## src/si_pkg.sv

```systemverilog
package si_pkg;

    localparam int COORD_W = 16;
    localparam int DIFF_W  = 17;
    localparam int PROD_W  = 34;
    localparam int SUM_W   = 35;
    localparam int MAG_W   = 33;
    localparam int ABS_W   = 16;
    localparam int XY_W    = 24;
    localparam int DIST_W  = 25;

    localparam int XY_MAX   = 8388607;
    localparam int XY_MIN   = -8388608;
    localparam int DIST_MAX = 33554431;

    typedef struct packed {
        logic signed [COORD_W-1:0] seg1_start_x;
        logic signed [COORD_W-1:0] seg1_start_y;
        logic signed [COORD_W-1:0] seg1_end_x;
        logic signed [COORD_W-1:0] seg1_end_y;
        logic signed [COORD_W-1:0] seg2_start_x;
        logic signed [COORD_W-1:0] seg2_start_y;
        logic signed [COORD_W-1:0] seg2_end_x;
        logic signed [COORD_W-1:0] seg2_end_y;
    } t_in_item;

    typedef struct packed {
        logic                     hit;
        logic signed [XY_W-1:0]   cross_x;
        logic signed [XY_W-1:0]   cross_y;
        logic        [DIST_W-1:0] travel_distance;
    } t_out_item;

    typedef struct packed {
        logic                      hit;
        logic signed [COORD_W-1:0] s1x;
        logic signed [COORD_W-1:0] s1y;
        logic                      neg_x;
        logic                      neg_y;
        logic        [ABS_W-1:0]   ax;
        logic        [ABS_W-1:0]   ay;
        logic        [MAG_W-1:0]   rt;
        logic        [MAG_W-1:0]   dn;
    } t_geo;

    typedef struct packed {
        logic                      hit;
        logic signed [COORD_W-1:0] s1x;
        logic signed [COORD_W-1:0] s1y;
        logic                      neg_x;
        logic                      neg_y;
    } t_place;

    function automatic logic [MAG_W-1:0] mag_sum(input logic signed [SUM_W-1:0] v);
        logic signed [SUM_W-1:0] t;
        t = v[SUM_W-1] ? -v : v;
        return t[MAG_W-1:0];
    endfunction

    function automatic logic [ABS_W-1:0] mag_diff(input logic signed [DIFF_W-1:0] v);
        logic signed [DIFF_W-1:0] t;
        t = v[DIFF_W-1] ? -v : v;
        return t[ABS_W-1:0];
    endfunction

endpackage

```

## src/si_sqrt.sv

```systemverilog
module si_sqrt #(
    parameter int FRAC_BITS = 8,
    parameter int PW = 1
) (
    input  logic                    i_clk,
    input  logic                    i_rst_n,
    input  logic                    i_en,
    input  logic                    i_valid,
    input  logic [si_pkg::MAG_W-1:0] i_value,
    input  logic [PW-1:0]           i_pay,
    output logic                    o_valid,
    output logic [16+FRAC_BITS:0]   o_root,
    output logic [PW-1:0]           o_pay
);

    localparam int RW = 17 + FRAC_BITS;
    localparam int VW = 2 * RW;
    localparam int MW = RW + 2;

    logic [VW-1:0] r_v    [0:RW];
    logic [MW-1:0] r_rem  [0:RW];
    logic [RW-1:0] r_root [0:RW];
    logic [PW-1:0] r_pay  [0:RW];
    logic          r_vld  [0:RW];

    always_ff @(posedge i_clk) begin
        if (!i_rst_n) begin
            r_vld[0] <= 1'b0;
        end else if (i_en) begin
            r_vld[0] <= i_valid;
        end
    end

    always_ff @(posedge i_clk) begin
        if (i_en) begin
            r_v[0]    <= {(VW - si_pkg::MAG_W - 2*FRAC_BITS)'(0), i_value,
                          (2*FRAC_BITS)'(0)};
            r_rem[0]  <= '0;
            r_root[0] <= '0;
            r_pay[0]  <= i_pay;
        end
    end

    for (genvar k = 0; k < RW; k++) begin : g_step
        localparam int I = RW - 1 - k;
        logic [MW-1:0] n_rs, n_trial;
        logic          n_ge;

        always_comb begin
            n_rs    = {r_rem[k][MW-3:0], r_v[k][2*I+1:2*I]};
            n_trial = {r_root[k], 2'b01};
            n_ge    = n_rs >= n_trial;
        end

        always_ff @(posedge i_clk) begin
            if (!i_rst_n) begin
                r_vld[k+1] <= 1'b0;
            end else if (i_en) begin
                r_vld[k+1] <= r_vld[k];
            end
        end

        always_ff @(posedge i_clk) begin
            if (i_en) begin
                r_v[k+1]    <= r_v[k];
                r_rem[k+1]  <= n_ge ? n_rs - n_trial : n_rs;
                r_root[k+1] <= {r_root[k][RW-2:0], n_ge};
                r_pay[k+1]  <= r_pay[k];
            end
        end
    end

    assign o_valid = r_vld[RW];
    assign o_root  = r_root[RW];
    assign o_pay   = r_pay[RW];

endmodule

```

## config.mk

```make
export PLATFORM = sky130hd
export DESIGN_NAME = si_sqrt
export DESIGN_NICKNAME = d
export VERILOG_FILES = /design/src/si_pkg.sv /design/src/si_sqrt.sv
export SDC_FILE = /design/constraint.sdc
export NUM_CORES = 2
export LEC_CHECK = 0
export BUFFER_PORTS_ARGS = -buffer_cell sky130_fd_sc_hd__buf_2
export CAP_MARGIN = 20
export CORE_UTILIZATION = 58
export DETAILED_ROUTE_END_ITERATION = 16
export PLACE_DENSITY_LB_ADDON = 0.08
export SLEW_MARGIN = 20
export SYNTH_ARGS = -nofsm -noshare
export SYNTH_HDL_FRONTEND = slang
export SYNTH_SLANG_ARGS = --single-unit
```

## constraint.sdc

```tcl
create_clock -name i_clk -period 3.9 [get_ports i_clk]
set_clock_uncertainty 0.1 [all_clocks]
set_input_delay 0.78 -clock i_clk [delete_from_list [all_inputs] [get_ports i_clk]]
set_output_delay 0.78 -clock i_clk [all_outputs]
set_load 0.01 [all_outputs]
```

==> impl_metrics.csv <==
group,metric,value,unit
routing,wirelength,108600,um
pwr,p_leak,26.17,nW
setup_path,cp_max_fo,22,
timing,max_slew_margin,50.18,%
timing,grt_setup_unrepaired,"false",
yosys,synth_common_cells,"edfxtp_1, inv_1, nand2_1, ha_1, o21ai_0",
setup_path,worst_r2r_startpoint,"r_rem[22][0]$_SDFFCE_PP0P_",
pwr,irDropWorstVdd,457.5,uV
floorplanning,die_y,323.4,um
global_route,grt_pass1_vias,34420,
clock_network,clock_latency,750,ps
floorplanning,dieArea,104600,um^2
global_route,grt-ovfl-total,0,
setup_path,ff2ff_setup_slack,320,ps
setup_path,required,4290,ps
setup_path,critPathLaunch,"r_rem[22][0]$_SDFFCE_PP0P_",
clock_network,htree_levels,4,
setup_path,crit_arrival,3970,ps
yosys,synth_nets,5172,
global_route,grt_first_pass_wirelength,175200,um
yosys,ys_ff_latch,1237,
timing,worstMarginPinSlew,728.5,ps
floorplanning,num_rows,117,
yosys,async_flop_share,0,%
final_layout,drive_above_1_share,8.048,%
clock_network,clkSinkCount,1237,
setup_path,crit_cells,11,
place,gp_congestion,0.8673,
run_status,status,"finished clean",
yosys,synth_area_leader_cell,"edfxtp_1",
routing,drtIter0Drc,2567,
floorplanning,start_util,58.73,%
routing,ant_nets,0,
routing,wl_per_cell,16.84,um
hold_path,hp-class,"input pin to flip-flop",
clock_network,postCtsResizedCells,0,
clock_network,cts_inserted_buffers,135,
final_layout,layout-area-overhead-vs-synth,11.32,%
setup_path,crit_path_end,"r_rem[23][24]$_DFFE_PP_",
yosys,netlist_instances,4792,
place,io_buffers,64,
timing,fin_crit_sh,91.77,%
yosys,yosys-top-cells-area,"edfxtp_1, ha_1, xnor2_1",
setup_path,crit_buf_inv,1,
timing,setup_violations,0,
setup_path,critPathTopFamily,"compound AO/OA/AOI/OAI gates",
clock_network,ctsHoldBuffers,0,
pwr,powerDensity,568.7,nW/um^2
timing,period_needed,3579,ps
global_route,grt_max_degree,130,
yosys,synth_top_area_share,61.94,%
final_layout,n_antenna_cell,0,
flow_run,cap_viol_max_count,0,
yosys,ys_warn_count,0,
setup_path,crit_path_end_kind,"flip-flop",
clock_network,clock_path_buffers,3,
setup_path,crit_path_max_incr_delay,450,ps
place,placed_cell_area,62360,um^2
global_route,grtUsageTotal,21.08,%
routing,drc_errors,0,
timing,final.setup.tns,0,ps
yosys,synth_most_common_cell,"edfxtp_1",
final_layout,seqCellArea,37140,um^2
floorplanning,num_io_pins,65,
setup_path,rr_worst_depth,11,
setup_path,cp-start-kind,"flip-flop",
yosys,synth-edff-count,1236,
yosys,ys_types,88,
setup_path,cp_slowest_cell,"o21ai_0",
setup_path,path_common_cell,"o21ai_0",
floorplanning,die_x,323.4,um
setup_path,cp_cell_sequence,"ha_1, a211oi_1, nor2_1, o31ai_1, o21ai_0, o21ai_0, o21ai_0, nand2_1, buf_4, nor3_1, a21o_1",
timing,drv_slew,0,
setup_path,worstSetupPathType,"flip-flop to flip-flop",
floorplanning,core-area,102000,um^2
setup_path,r2r_end,"r_rem[23][24]$_DFFE_PP_",
final_layout,design_area,66710,um^2
routing,firstDrtPassIters,7,
final_layout,fillers,7732,
clock_network,cts_setup_buffers,0,
yosys,synth-seq-area-share,61.97,%
timing,fmax,279.4,MHz
yosys,avgSynthCellArea,12.50,um^2
timing,whs,107.3,ps
timing,hold_violations,0,
yosys,synth_area,59920,um^2
global_route,antenna_found_initial,3,
final_layout,multiInputGateArea,20940,um^2
final_layout,nets,5362,
routing,vias,35920,
clock_network,tritoncts,"done",
clock_network,clk_pin_slew,60,ps
clock_network,cts-root-buf,"clkbuf_16",
yosys,synthFlopType,"edfxtp_1",
place,dpl.hpwl,77310,um
routing,viasPerCell,5.569,
registers in the layout, indices dropped and copies added, names as in the netlist:
name,cells
r_vld,26
r_root,325
r_v,305
r_pay,26
r_rem,555
layout make-up:
| class | instances | area share [%] |
|---|---|---|
| timing repair buffer | 123 | 1.448 |
| clock buffer | 163 | 5.286 |
| multi-input combinational | 3055 | 31.38 |
| inverter | 430 | 2.420 |
| clock inverter | 74 | 1.227 |
| sequential | 1237 | 55.67 |
| tap | 1368 | 2.566 |
how the worst min path moves through the flow:
stage,start,endpoint,slack (ps),depth (start not counted)
floorplan,r_pay[0][0]$_DFFE_PP_,r_pay[0][1]$_DFFE_PP_,300,0
global placement,r_v[0][19]$_DFFE_PP_,r_v[1][19]$_DFFE_PP_,300,0
finish,i_value[12],r_v[0][28]$_DFFE_PP_,110,1
CTS,i_pay,r_pay[0][0]$_DFFE_PP_,40,1
global route,i_value[9],r_v[0][25]$_DFFE_PP_,60,1
detailed placement,r_v[9][16]$_DFFE_PP_,r_v[10][16]$_DFFE_PP_,300,0
kinds of logic after synthesis:
kind of cell | count (synthesis) | share of synthesized area, %
AND/OR/NAND/NOR | 1259 | 10.28
flip-flops | 1237 | 61.97
AO/OA/AOI/OAI | 971 | 10.10
buffers and inverters | 500 | 3.159
XOR/XNOR | 429 | 6.270
adder cells (fa/ha/maj) | 342 | 7.229
multiplexers | 53 | 0.9856
other | 1 | 0.006258
routing by layer:
metal	GRT usage [%]	vias to the layer above	wire, um
met5	0	-	13
met2	33.69	654	50740
met1	29.79	17140	51050
li1	-	17960	-
met4	6.214	2	2096
met3	3.387	163	4706
layout by cell type (no fill, tap or decap), types with 49 or more instances in the layout:
cell type,synthesis,final
xnor2_1,224,224
nor2_1,288,287
inv_1,425,425
o21ai_0,304,304
nand3_1,78,78
or3_1,49,49
ha_1,335,335
nor2b_1,53,53
xor2_1,205,205
o21a_1,71,71
nand2b_1,69,69
buf_2,7,63
nor3_1,104,103
edfxtp_1,1236,1236
a21oi_1,250,249
nand2_1,365,365
clkbuf_16,0,137
a21o_1,103,103
nor4_1,59,59
power breakdown:
part / internal (W) / total, W / switching, W
registers: 0.0169 / 0.0180 / 0.00109
clock network: 0.00735 / 0.0125 / 0.00514
logic: 0.00334 / 0.00743 / 0.00409
total: 0.0276 / 0.0379 / 0.0103
metrics by stage:
stage	total power [W]	worst slack [ps]	cells	utilization, %
2_1_floorplan	0.02352	739.0	4792	-
3_3_place_gp	0.02555	441.1	6213	61.12
3_5_place_dp	0.02570	363.1	6213	61.12
4_1_cts	0.03834	346.0	6450	65.38
5_1_grt	0.03991	24.10	6450	65.38
6_report	0.03793	321.1	6450	65.38
No activity file was read; power rests on OpenSTA's default activity.
